--- config.mk ---
export PLATFORM = sky130hd
export DESIGN_NAME = random_slew_limited_bouncing_trajectory_top
export DESIGN_NICKNAME = d
export VERILOG_FILES = /design/src/sv/rslbt_pkg.sv /design/src/sv/random_slew_limited_bouncing_trajectory_top.sv
export SDC_FILE = /design/constraint.sdc
export NUM_CORES = 2
export LEC_CHECK = 0
export BUFFER_PORTS_ARGS = -buffer_cell sky130_fd_sc_hd__buf_2
export CELL_PAD_IN_SITES_DETAIL_PLACEMENT = 0
export CELL_PAD_IN_SITES_GLOBAL_PLACEMENT = 2
export CORE_MARGIN = 2
export CORE_UTILIZATION = 40
export CTS_CLUSTER_SIZE = 20
export DETAILED_ROUTE_END_ITERATION = 10
export MAX_ROUTING_LAYER = met4
export PLACE_DENSITY = 0.83
export SETUP_SLACK_MARGIN = 0.02
export SYNTH_ARGS = -nofsm -noshare
export SYNTH_HDL_FRONTEND = slang
export SYNTH_SLANG_ARGS = --single-unit
--- constraint.sdc ---
create_clock -name clk -period 8.79 [get_ports clk]
set_input_delay 0 -clock clk [delete_from_list [all_inputs] [get_ports clk]]
set_output_delay 0 -clock clk [all_outputs]
set_load 0.05 [all_outputs]
--- src/sv/rslbt_pkg.sv ---
package rslbt_pkg;

  localparam int FRAC_BITS  = 16;
  localparam int POS_W      = 21;
  localparam int VEL_W      = 21;
  localparam int MAG_W      = 20;
  localparam int TIME_W     = 23;
  localparam int DT_W       = 16;
  localparam int SAMPLE_W   = 17;
  localparam int EDGE_W     = 20;
  localparam int VMAX_W     = 20;
  localparam int ACC_W      = 23;

  // shared multiplier operands and product
  localparam int MUL_A_W    = 24;
  localparam int MUL_B_W    = 17;
  localparam int PROD_W     = MUL_A_W + MUL_B_W;
  localparam int SHIFT_W    = PROD_W - FRAC_BITS;

  // stream payload widths
  localparam int IN_TDATA_W  = 40;
  localparam int OUT_TDATA_W = 48;

  // configuration port
  localparam int CFG_ADDR_W = 3;
  localparam int CFG_DATA_W = 23;

  localparam logic [CFG_ADDR_W-1:0] REG_POS_MIN  = 3'd0;
  localparam logic [CFG_ADDR_W-1:0] REG_POS_MAX  = 3'd1;
  localparam logic [CFG_ADDR_W-1:0] REG_EDGE_BUF = 3'd2;
  localparam logic [CFG_ADDR_W-1:0] REG_VEL_MAX  = 3'd3;
  localparam logic [CFG_ADDR_W-1:0] REG_ACC_MAX  = 3'd4;
  localparam logic [CFG_ADDR_W-1:0] REG_PERIOD   = 3'd5;

  localparam logic REQ_TICK    = 1'b0;
  localparam logic REQ_RESTART = 1'b1;

  typedef enum logic [2:0] {
    S_IDLE,
    S_TIMER,
    S_GOAL,
    S_ACC,
    S_MOVE,
    S_POS,
    S_DONE
  } state_t;

  // |x| saturated at 2^20-1
  function automatic logic [MAG_W-1:0] mag_f(input logic signed [VEL_W-1:0] x);
    logic signed [VEL_W-1:0] neg;
    neg = -x;
    if (!x[VEL_W-1]) begin
      mag_f = x[MAG_W-1:0];
    end else if (x == {1'b1, {MAG_W{1'b0}}}) begin
      mag_f = {MAG_W{1'b1}};
    end else begin
      mag_f = neg[MAG_W-1:0];
    end
  endfunction

  function automatic logic signed [VEL_W-1:0] pos_mag_f(input logic signed [VEL_W-1:0] x);
    pos_mag_f = $signed({1'b0, mag_f(x)});
  endfunction

  function automatic logic signed [VEL_W-1:0] neg_mag_f(input logic signed [VEL_W-1:0] x);
    neg_mag_f = -$signed({1'b0, mag_f(x)});
  endfunction

endpackage

--- src/sv/random_slew_limited_bouncing_trajectory_top.sv ---
// A restart word goes from the goal step straight to done, skipping slew, move and reflect.
// The input is held off while busy: a new word is taken only once the last result is loaded.
// All three products go through one 24x17 multiplier, one product per cycle, so the
// sequencer steps through timer, goal, slew, move and reflect in turn.
// Reset (rst_n low, synchronous): position, velocity, goal and timer to zero,
// configuration registers to their defaults, output empty.
module random_slew_limited_bouncing_trajectory_top (
  input  logic                                 clk,
  input  logic                                 rst_n,
  // tick_length [15:0], random_sample [32:16], zero pad [39:33]
  input  logic [rslbt_pkg::IN_TDATA_W-1:0]     in_tdata,
  // req_type [0]
  input  logic                                 in_tuser,
  input  logic                                 in_tvalid,
  output logic                                 in_tready,
  // position [20:0], velocity [41:21], zero pad [47:42]
  output logic [rslbt_pkg::OUT_TDATA_W-1:0]    out_tdata,
  // retargeted [0]
  output logic                                 out_tuser,
  output logic                                 out_tvalid,
  input  logic                                 out_tready,
  input  logic                                 cfg_valid,
  output logic                                 cfg_ready,
  input  logic [rslbt_pkg::CFG_ADDR_W-1:0]     cfg_addr,
  input  logic [rslbt_pkg::CFG_DATA_W-1:0]     cfg_data
);
  import rslbt_pkg::*;

  // configuration registers
  logic signed [POS_W-1:0]  pos_min_r, pos_max_r;
  logic [EDGE_W-1:0]        edge_buf_r;
  logic [VMAX_W-1:0]        vel_max_r;
  logic [ACC_W-1:0]         acc_max_r;
  logic [TIME_W-1:0]        period_r;

  // trajectory state
  state_t                   state_r, state_nxt;
  logic signed [POS_W-1:0]  cur_pos_r, cur_pos_nxt;
  logic signed [VEL_W-1:0]  cur_vel_r, cur_vel_nxt;
  logic signed [VEL_W-1:0]  goal_r, goal_nxt;
  logic [TIME_W-1:0]        timer_r, timer_nxt;
  logic                     retgt_r, retgt_nxt;

  // latched input word
  logic                     req_r;
  logic [DT_W-1:0]          dt_r;
  logic signed [SAMPLE_W-1:0] sample_r;

  // shared multiplier
  logic signed [MUL_A_W-1:0] mul_a;
  logic signed [MUL_B_W-1:0] mul_b;
  logic signed [PROD_W-1:0]  prod_r;
  logic signed [SHIFT_W-1:0] prod_sh;

  // output register
  logic                     out_valid_r;
  logic signed [POS_W-1:0]  out_pos_r;
  logic signed [VEL_W-1:0]  out_vel_r;
  logic                     out_retgt_r;
  logic                     out_load;

  // datapath terms
  logic [TIME_W:0]          tsum;
  logic [TIME_W-1:0]        tsat;
  logic                     t_hit;
  logic signed [POS_W:0]    mid_sum;
  logic signed [POS_W+1:0]  hi_lim, lo_lim, pos23;
  logic                     near_hi, near_lo;
  logic signed [VEL_W-1:0]  g_new, g_up, g_in;
  logic signed [ACC_W:0]    acc_lim, vdiff, dv;
  logic signed [ACC_W+1:0]  vsum;
  logic                     vsum_fits;
  logic signed [VEL_W-1:0]  vel_sat;
  logic signed [ACC_W+1:0]  xn, xr, pmin25, pmax25;
  logic                     over, under;
  logic signed [POS_W-1:0]  xc;

  assign in_tready = (state_r == S_IDLE);
  assign cfg_ready = 1'b1;

  // ---------------------------------------------------------------- config
  always_ff @(posedge clk) begin
    if (!rst_n) begin
      pos_min_r  <= -21'sd16384;
      pos_max_r  <= 21'sd16384;
      edge_buf_r <= 20'd655;
      vel_max_r  <= 20'd4588;
      acc_max_r  <= 23'd32768;
      period_r   <= 23'd393216;
    end else if (cfg_valid && cfg_ready) begin
      unique case (cfg_addr)
        REG_POS_MIN:  pos_min_r  <= $signed(cfg_data[POS_W-1:0]);
        REG_POS_MAX:  pos_max_r  <= $signed(cfg_data[POS_W-1:0]);
        REG_EDGE_BUF: edge_buf_r <= cfg_data[EDGE_W-1:0];
        REG_VEL_MAX:  vel_max_r  <= cfg_data[VMAX_W-1:0];
        REG_ACC_MAX:  acc_max_r  <= cfg_data[ACC_W-1:0];
        REG_PERIOD:   period_r   <= cfg_data[TIME_W-1:0];
        default: ;
      endcase
    end
  end

  // ---------------------------------------------------------------- multiplier
  // TIMER: vel_max*sample, GOAL: acc_max*dt, otherwise velocity*dt
  always_comb begin
    unique case (state_r)
      S_TIMER: begin
        mul_a = $signed({{(MUL_A_W-VMAX_W){1'b0}}, vel_max_r});
        mul_b = sample_r;
      end
      S_GOAL: begin
        mul_a = $signed({{(MUL_A_W-ACC_W){1'b0}}, acc_max_r});
        mul_b = $signed({{(MUL_B_W-DT_W){1'b0}}, dt_r});
      end
      default: begin
        mul_a = {{(MUL_A_W-VEL_W){cur_vel_r[VEL_W-1]}}, cur_vel_r};
        mul_b = $signed({{(MUL_B_W-DT_W){1'b0}}, dt_r});
      end
    endcase
  end

  always_ff @(posedge clk) begin
    prod_r <= mul_a * mul_b;
  end

  // floor shift by FRAC_BITS is a plain bit select on two's complement
  assign prod_sh = $signed(prod_r[PROD_W-1:FRAC_BITS]);

  // ---------------------------------------------------------------- datapath
  // elapsed time, saturating at full scale
  assign tsum  = {1'b0, timer_r} + {{(TIME_W+1-DT_W){1'b0}}, dt_r};
  assign tsat  = tsum[TIME_W] ? {TIME_W{1'b1}} : tsum[TIME_W-1:0];
  assign t_hit = (tsat >= period_r);

  // restart midpoint, floor of the half sum
  assign mid_sum = {pos_min_r[POS_W-1], pos_min_r} + {pos_max_r[POS_W-1], pos_max_r};

  // new goal, pointed inward near an end; the lower end wins
  assign pos23   = {{2{cur_pos_r[POS_W-1]}}, cur_pos_r};
  assign hi_lim  = {{2{pos_max_r[POS_W-1]}}, pos_max_r} - $signed({3'b000, edge_buf_r});
  assign lo_lim  = {{2{pos_min_r[POS_W-1]}}, pos_min_r} + $signed({3'b000, edge_buf_r});
  assign near_hi = (pos23 > hi_lim);
  assign near_lo = (pos23 < lo_lim);
  assign g_new   = prod_sh[VEL_W-1:0];
  assign g_up    = near_hi ? neg_mag_f(g_new) : g_new;
  assign g_in    = near_lo ? pos_mag_f(g_up) : g_up;

  // slew toward goal by at most acc_max*dt
  assign acc_lim = $signed({1'b0, prod_sh[ACC_W-1:0]});
  assign vdiff   = {{(ACC_W+1-VEL_W){goal_r[VEL_W-1]}}, goal_r}
                 - {{(ACC_W+1-VEL_W){cur_vel_r[VEL_W-1]}}, cur_vel_r};
  always_comb begin
    priority if (vdiff < -acc_lim) begin
      dv = -acc_lim;
    end else if (vdiff > acc_lim) begin
      dv = acc_lim;
    end else begin
      dv = vdiff;
    end
  end
  assign vsum      = {{(ACC_W+2-VEL_W){cur_vel_r[VEL_W-1]}}, cur_vel_r}
                   + {dv[ACC_W], dv};
  assign vsum_fits = (vsum[ACC_W+1:VEL_W-1] == '0) || (vsum[ACC_W+1:VEL_W-1] == '1);
  assign vel_sat   = vsum_fits ? vsum[VEL_W-1:0]
                   : (vsum[ACC_W+1] ? {1'b1, {MAG_W{1'b0}}} : {1'b0, {MAG_W{1'b1}}});

  // integrate, mirror an overshoot, clamp (lower end tested first)
  assign pmin25 = {{(ACC_W+2-POS_W){pos_min_r[POS_W-1]}}, pos_min_r};
  assign pmax25 = {{(ACC_W+2-POS_W){pos_max_r[POS_W-1]}}, pos_max_r};
  assign xn     = {{(ACC_W+2-POS_W){cur_pos_r[POS_W-1]}}, cur_pos_r}
                + {{(ACC_W+2-VEL_W){prod_sh[VEL_W-1]}}, prod_sh[VEL_W-1:0]};
  assign over   = (xn > pmax25);
  assign under  = (xn < pmin25);
  assign xr     = over ? ((pmax25 <<< 1) - xn) : (under ? ((pmin25 <<< 1) - xn) : xn);
  assign xc     = (xr < pmin25) ? pos_min_r : ((xr > pmax25) ? pos_max_r : xr[POS_W-1:0]);

  assign out_load = (state_r == S_DONE) && (!out_valid_r || out_tready);

  // ---------------------------------------------------------------- sequencer
  always_comb begin
    state_nxt   = state_r;
    cur_pos_nxt = cur_pos_r;
    cur_vel_nxt = cur_vel_r;
    goal_nxt    = goal_r;
    timer_nxt   = timer_r;
    retgt_nxt   = retgt_r;
    unique case (state_r)
      S_IDLE: begin
        if (in_tvalid) begin
          state_nxt = S_TIMER;
        end
      end
      S_TIMER: begin
        if (req_r == REQ_RESTART) begin
          cur_pos_nxt = mid_sum[POS_W:1];
          cur_vel_nxt = '0;
          timer_nxt   = '0;
          retgt_nxt   = 1'b1;
        end else begin
          timer_nxt = t_hit ? '0 : tsat;
          retgt_nxt = t_hit;
        end
        state_nxt = S_GOAL;
      end
      S_GOAL: begin
        if (req_r == REQ_RESTART) begin
          goal_nxt  = g_new;
          state_nxt = S_DONE;
        end else begin
          if (retgt_r) begin
            goal_nxt = g_in;
          end
          state_nxt = S_ACC;
        end
      end
      S_ACC: begin
        cur_vel_nxt = vel_sat;
        state_nxt   = S_MOVE;
      end
      S_MOVE: begin
        state_nxt = S_POS;
      end
      S_POS: begin
        if (over) begin
          cur_vel_nxt = neg_mag_f(cur_vel_r);
          goal_nxt    = neg_mag_f(goal_r);
        end else if (under) begin
          cur_vel_nxt = pos_mag_f(cur_vel_r);
          goal_nxt    = pos_mag_f(goal_r);
        end
        cur_pos_nxt = xc;
        state_nxt   = S_DONE;
      end
      S_DONE: begin
        if (out_load) begin
          state_nxt = S_IDLE;
        end
      end
      default: begin
        state_nxt = S_IDLE;
      end
    endcase
  end

  always_ff @(posedge clk) begin
    if (!rst_n) begin
      state_r   <= S_IDLE;
      cur_pos_r <= '0;
      cur_vel_r <= '0;
      goal_r    <= '0;
      timer_r   <= '0;
      retgt_r   <= 1'b0;
    end else begin
      state_r   <= state_nxt;
      cur_pos_r <= cur_pos_nxt;
      cur_vel_r <= cur_vel_nxt;
      goal_r    <= goal_nxt;
      timer_r   <= timer_nxt;
      retgt_r   <= retgt_nxt;
    end
  end

  // input word capture
  always_ff @(posedge clk) begin
    if (in_tvalid && in_tready) begin
      req_r    <= in_tuser;
      dt_r     <= in_tdata[DT_W-1:0];
      sample_r <= $signed(in_tdata[DT_W+SAMPLE_W-1:DT_W]);
    end
  end

  // ---------------------------------------------------------------- output
  always_ff @(posedge clk) begin
    if (!rst_n) begin
      out_valid_r <= 1'b0;
    end else if (out_load) begin
      out_valid_r <= 1'b1;
    end else if (out_tready) begin
      out_valid_r <= 1'b0;
    end
  end

  always_ff @(posedge clk) begin
    if (out_load) begin
      out_pos_r   <= cur_pos_r;
      out_vel_r   <= cur_vel_r;
      out_retgt_r <= retgt_r;
    end
  end

  assign out_tvalid = out_valid_r;
  assign out_tuser  = out_retgt_r;
  assign out_tdata  = {{(OUT_TDATA_W-POS_W-VEL_W){1'b0}}, out_vel_r, out_pos_r};

  // ---------------------------------------------------------------- checks
  a_accept_starts: assert property (@(posedge clk) disable iff (!rst_n)
    in_tvalid && in_tready |=> state_r == S_TIMER)
    else $error("accepted word did not start the sequencer");

  a_result_from_done: assert property (@(posedge clk) disable iff (!rst_n)
    $rose(out_valid_r) |-> $past(state_r) == S_DONE)
    else $error("output word raised outside the done step");

  a_done_waits: assert property (@(posedge clk) disable iff (!rst_n)
    state_r == S_DONE && out_valid_r && !out_tready |=> state_r == S_DONE)
    else $error("result dropped while output register was full");

  a_restart_retargets: assert property (@(posedge clk) disable iff (!rst_n)
    state_r == S_GOAL && req_r == REQ_RESTART |-> retgt_r)
    else $error("restart did not flag a new goal");

endmodule

# Yosys cells after proc, flatten, opt, wreduce, memory -nomap -nowiden
# Index checks and enable logic that the tools add are counted.
[totals]
word_cells = 135
ff_bits = 335
[op_classes]
addsub = 17
n_mul = 1
n_reduce_logical = 22
mux = 45
order_cmp = 9
n_eq_ne = 21
[op_table]
columns = ["op", "count"]
rows = [
  ["$mux 21", 14],
  ["$mux 20", 12],
  ["$eq 21x21->1 const B", 4],
  ["$pmux 21 s2", 2],
  ["$neg 20->20", 4],
  ["$mux 23", 3],
  ["$add 21x21->22", 3],
  ["$neg 20->21", 3],
  ["$pmux 21 s3", 1],
  ["$mux 25", 2],
  ["$mux 24", 2],
  ["$pmux 24 s2", 1],
  ["$sub 22x22->23", 2],
  ["$sub 21x21->22", 2],
  ["$mul 24x17->39", 1],
  ["$add 21x24->25", 1],
  ["$gt 25x21->1", 1],
  ["$lt 25x21->1", 1],
  ["$add 23x16->24", 1],
  ["$gt 22x24->1", 1],
  ["$lt 22x24->1", 1],
  ["$neg 23->24", 1],
  ["$ge 23x23->1", 1],
  ["$gt 21x22->1", 1],
  ["other kinds (22)", 50],
]

# Longest topological paths before layout
[depth]
depth_word = 12
ltp_mapped = 40
mapped_depth_nobuf = 39

# Worst setup path after synthesis
# Ideal clock, no wire load.
[synth_path]
path_type = "register to register"
start = "reg state_r[1]"
end = "reg prod_r[38]"
stages_incl_launch_ff = 28
slack_ps = 726
synth_period_minus_slack_ps = 8064
required_ps = 8718
setup_ps = 72
t_arrival_ps = 7992
cell_sequence = "dfxtp_1 nor3b_1 clkbuf_1 clkbuf_1 nor3_1 a221oi_1 nor2_1 fa_1 inv_1 fa_1 inv_1 fa_1 inv_1 fa_1 fa_1 inv_1 fa_1 ha_1 a211oi_1 nand2_1 a221oi_1 o221ai_1 o21ai_0 a21oi_1 a211o_1 o211a_1 a31oi_1 xnor2_1"
[synth_via]
elab_chain_cells = 3
[synth_rtl]
columns = ["item", "line_no", "source"]
rows = [
  ["start, declared", "random_slew_limited_bouncing_trajectory_top.sv:37", "state_t state_r, state_nxt;"],
  ["start signal, assigned", "random_slew_limited_bouncing_trajectory_top.sv:254", "state_r <= state_nxt;"],
  ["$eq 3x2->1 or $eq 3x1->1 (tied branches)", "random_slew_limited_bouncing_trajectory_top.sv:106", "unique case (state_r)"],
  ["$pmux 24 s2 or $mux 17 (tied branches)", "random_slew_limited_bouncing_trajectory_top.sv:106", ""],
  ["$mul 24x17->39 *", "random_slew_limited_bouncing_trajectory_top.sv:123", "prod_r <= mul_a * mul_b;"],
  ["end signal, assigned", "random_slew_limited_bouncing_trajectory_top.sv:123", ""],
  ["end, declared", "random_slew_limited_bouncing_trajectory_top.sv:52", "logic signed [PROD_W-1:0] prod_r;"],
]
# Every way passes the cells marked *; elsewhere a longest branch is shown, timed or not.
# A chain may end at the register's enable or synchronous reset.

# Worst setup path after layout
[layout_path]
start = "reg goal_r[0]"
end = "reg cur_vel_r[2]"
[layout_via]
elab_chain_cells = 9
[layout_rtl]
columns = ["item", "line_no", "source"]
rows = [
  ["start, declared", "random_slew_limited_bouncing_trajectory_top.sv:40", "logic signed [VEL_W-1:0] goal_r, goal_nxt;"],
  ["start signal, assigned", "random_slew_limited_bouncing_trajectory_top.sv:257", "goal_r <= goal_nxt;"],
  ["$sub 21x21->22 *", "random_slew_limited_bouncing_trajectory_top.sv:151", "- {{(ACC_W+1-VEL_W){cur_vel_r[VEL_W-1]}}, cur_vel_r};"],
  ["$gt 22x24->1", "random_slew_limited_bouncing_trajectory_top.sv:155", "end else if (vdiff > acc_lim) begin"],
  ["$mux 24", "random_slew_limited_bouncing_trajectory_top.sv:155", ""],
  ["$mux 24 *", "random_slew_limited_bouncing_trajectory_top.sv:153", "priority if (vdiff < -acc_lim) begin"],
  ["$add 21x24->25 *", "random_slew_limited_bouncing_trajectory_top.sv:162", "+ {dv[ACC_W], dv};"],
  ["$eq 5x5->1 or $logic_not 5->1 (tied branches)", "random_slew_limited_bouncing_trajectory_top.sv:163", "assign vsum_fits = (vsum[ACC_W+1:VEL_W-1] == '0) || (vsum[ACC_W+1:VEL_W-1] == '1);"],
  ["$logic_or 1x1->1", "random_slew_limited_bouncing_trajectory_top.sv:163", ""],
  ["$mux 21 *", "random_slew_limited_bouncing_trajectory_top.sv:164", "assign vel_sat = vsum_fits ? vsum[VEL_W-1:0]"],
  ["$pmux 21 s3 *", "random_slew_limited_bouncing_trajectory_top.sv:187", "unique case (state_r)"],
  ["end signal, assigned", "random_slew_limited_bouncing_trajectory_top.sv:256", "cur_vel_r <= cur_vel_nxt;"],
  ["end, declared", "random_slew_limited_bouncing_trajectory_top.sv:39", "logic signed [VEL_W-1:0] cur_vel_r, cur_vel_nxt;"],
]
# Marks and branches as above.

==> metrics.txt <==
outcome complete, no violations; number of vias after detailed routing 40,700; synthesized area per cell 8.06 um2; wire length of the first global-routing pass 249 mm; Commonest cells post-synth 754 x sky130_fd_sc_hd__nand2_1, 572 x sky130_fd_sc_hd__inv_1, 482 x sky130_fd_sc_hd__ha_1; flip-flop cell with the highest count after synthesis sky130_fd_sc_hd__dfxtp_1; Post-Synth XOR/XNOR Area 5.76%; CTS clk-pin slew, worst paths 0.06 ns; unrepaired setup endpoints after global routing true; Worst Hold Margin 0.0807 ns; Die W 334 um; critical-path maximum fanout 14; detail-routed net length per standard cell 23.1 um; leading post-synthesis cells by cell area sky130_fd_sc_hd__fa_1 18%, sky130_fd_sc_hd__ha_1 14%, sky130_fd_sc_hd__dfxtp_1 11%; post-synthesis mux area share 1.23%; filler cell count 11,000; transition time of the tightest slew-check pin 1.19 ns; Distinct cells, synth 98; fraction of post-synthesis cell area in the top cell type by area 18.1%; final critical path time including I/O delays and setup 8.23 ns; number of nets in the layout 6,599; maximum VDD drop 0.276 mV; row cnt 121; mapped cell area 0.0437 mm2; DRC violation count after routing 0; area share of fa/ha/maj cells after synthesis 31.9%; main combinational cell family by area after synthesis adder cells; Worst Path Class, Setup reg -> reg; Synthesis Warnings 0; Max Clock Freq 121 MHz; clk buf depth 3; placeable core region 0.109 mm2; TritonCTS clock tree built; fraction of layout instances using a drive strength above 1 9.14%; FFs w/ async S/R, synth 0%; H-tree depth 2; CP arrival 8.74 ns; Starting Density 40.2%; biggest cell delay along the critical path 0.40 ns; Post-Place Worst Slack 0.199 ns; area of all sequential standard cells 0.00716 mm2; crit path launch goal_r[0]; clock buffers created by TritonCTS 41; leakage power 0.0211 uW; Sink Count 319; post-synthesis compound-gate area fraction 18.9%; root cell of the clock tree sky130_fd_sc_hd__clkbuf_16; Final GP Congestion 1.01; #FFs+latches synth 319; number of port buffers 109; share of the yosys chip area belonging to registers 16.4%; final count of negative-setup-slack endpoints 0; Final Max Slew Viols 0; dpl hpwl 133 mm; area taken by multi-input logic gates 0.0336 mm2; vias in the first global route 39,700; clock insertion delay at the later pin of the skew report 0.63 ns; class of the most critical hold timing path in -> reg; cell type of the slowest stage on the worst timing path sky130_fd_sc_hd__fa_1; antenna violations before repair 4; maximum capacitance violations 0; critical path required time 9.30 ns; area leader, netlist sky130_fd_sc_hd__fa_1; worst max-slew margin expressed relative to the limit 20.2%; Post-Synth Simple-Gate Area 18.7%; Overflow after GRT 0; pin count of the biggest net entering global routing 89; count of flip-flops with a built-in enable after synthesis 77; synthesis-to-finish area growth 12.7%; most frequent cell after synthesis sky130_fd_sc_hd__nand2_1; power density relative to cell area 364 mW/mm2; final hold violations 0; CP startpoint kind register; cell count after synthesis 5,424; area of the die 0.112 mm2; cell type with the highest occurrence count on the critical path sky130_fd_sc_hd__buf_4; First-pass DRT Iterations 6; Post-Route WL 164 mm; Chip Height 334 um; total placed cells including tap cells 6,953; residual antenna-violating net count after detailed routing 0; Layout Skew 0.0260 ns; Reg-to-Reg Start goal_r[0]; Worst setup EP type register; starting DRC count in detailed routing 3,244; io pins 124; final non-filler cell total 7,099; overall global routing resource usage 30.0%; Worst Min Path Start in_tdata[9]; final setup slack of the worst path 0.557 ns; Final period util 93.7%; via density per instance 5.74
[routing by layer]
metal  part of all wire [%]  GRT usage (%)
met5                      0              -
met4                    3.3           9.03
met3                    5.9           2.98
met2                     45           46.3
met1                     46           41.4
[power by group]
part           total (uW)  switching, uW  internal [uW]
sequential           2000            327           1670
combinational       14100           8560           5590
clock                1800            762           1030
[placed cells by master (no fill, tap or decap), drive strengths merged, types with 16 or more instances in the layout]
cell type | netlist | final
o221ai | 22 | 22
dlygate4sd3 | 0 | 66
edfxtp | 77 | 77
buf | 33 | 348
a22o | 18 | 18
nand2 | 754 | 754
fa | 395 | 395
xnor2 | 189 | 189
and2 | 43 | 43
nand3 | 81 | 81
nand4 | 56 | 56
o31ai | 36 | 36
a21o | 102 | 102
a221oi | 52 | 52
or2 | 20 | 20
a221o | 26 | 26
o21a | 44 | 44
a21oi | 398 | 398
nand2b | 43 | 43
nor2b | 60 | 60
dfxtp | 242 | 242
a31oi | 39 | 39
nor4 | 27 | 27
clkbuf | 203 | 51
nor2 | 457 | 457
or3 | 33 | 33
nor3 | 150 | 150
xor2 | 96 | 96
mux2 | 22 | 22
ha | 482 | 482
o21bai | 24 | 24
inv | 573 | 576
a211oi | 47 | 47
a21boi | 16 | 16
and3 | 28 | 28
o21ai | 252 | 252
mux2i | 29 | 29
o211ai | 33 | 33
[timing repair]
action	in CTS	in global routing
hold buffers	66	0
buffers inserted	0	2
gates resized for setup	0	29
endpoints found under the hold margin	172	0
setup endpoints to repair	0	32
[state kept, by name, indices dropped and copies added, names as in the netlist, 21 cells and up]
| register | flops |
|---|---|
| pos_min_r | 21 |
| prod_r | 23 |
| goal_r | 21 |
| out_pos_r | 21 |
| cur_vel_r | 21 |
| cur_pos_r | 21 |
| acc_max_r | 23 |
| timer_r | 23 |
| out_vel_r | 21 |
| pos_max_r | 21 |
| period_r | 23 |
[path summary, 6_finish.rpt]
kind | endpoint | slack (ns) | depth (start not counted)
worst min-delay path | dt_r[9] | 0.08 | 2
worst min register to register | period_r[15] | 0.46 | 2
worst max register to register | cur_vel_r[2] | 0.56 | 45
worst max-delay path | cur_vel_r[2] | 0.56 | 45
[area by class of cell]
| type | instances | area share (%) |
|---|---|---|
| Tap cell | 1414 | 3.59 |
| Sequential cell | 319 | 14.5 |
| Timing Repair Buffer | 414 | 6.25 |
| Multi-Input combinational cell | 4296 | 68.3 |
| Antenna cell | 4 | 0.0203 |
| Clock inverter | 23 | 0.625 |
| Inverter | 578 | 4.41 |
| Clock buffer | 51 | 2.26 |
[critical path: cells and delay by family, from the launching register on]
| kind | cells | cell delay, ns |
|---|---|---|
| adders and majority gates | 4 | 1.18 |
| AOI/OAI and AO/OA | 19 | 3.65 |
| xor gates and xnor gates | 2 | 0.45 |
| DFF | 1 | 0.33 |
| and+or+nand+nor | 11 | 1.12 |
| buffers and inverters | 9 | 1.36 |
[stage by stage]
step,power [uW],utilization [%],setup TNS (ns),instance area (um2)
6_report,17900,45.4,0,49200
5_1_grt,19600,45.4,-0.0207,49200
4_1_cts,17700,45.2,0,49100
3_5_place_dp,15800,43.3,0,47000
3_3_place_gp,15700,43.3,0,47000
2_1_floorplan,11200,-,0,43700
[cells by family after synthesis]
logic type	Yosys count
AND/OR/NAND/NOR	1809
other	2
XOR/XNOR	286
AO/OA/AOI/OAI	1266
adder cells (fa/ha/maj)	877
buffers and inverters	814
flip-flops	319
multiplexers	51
No activity file was read; power rests on OpenSTA's default activity.
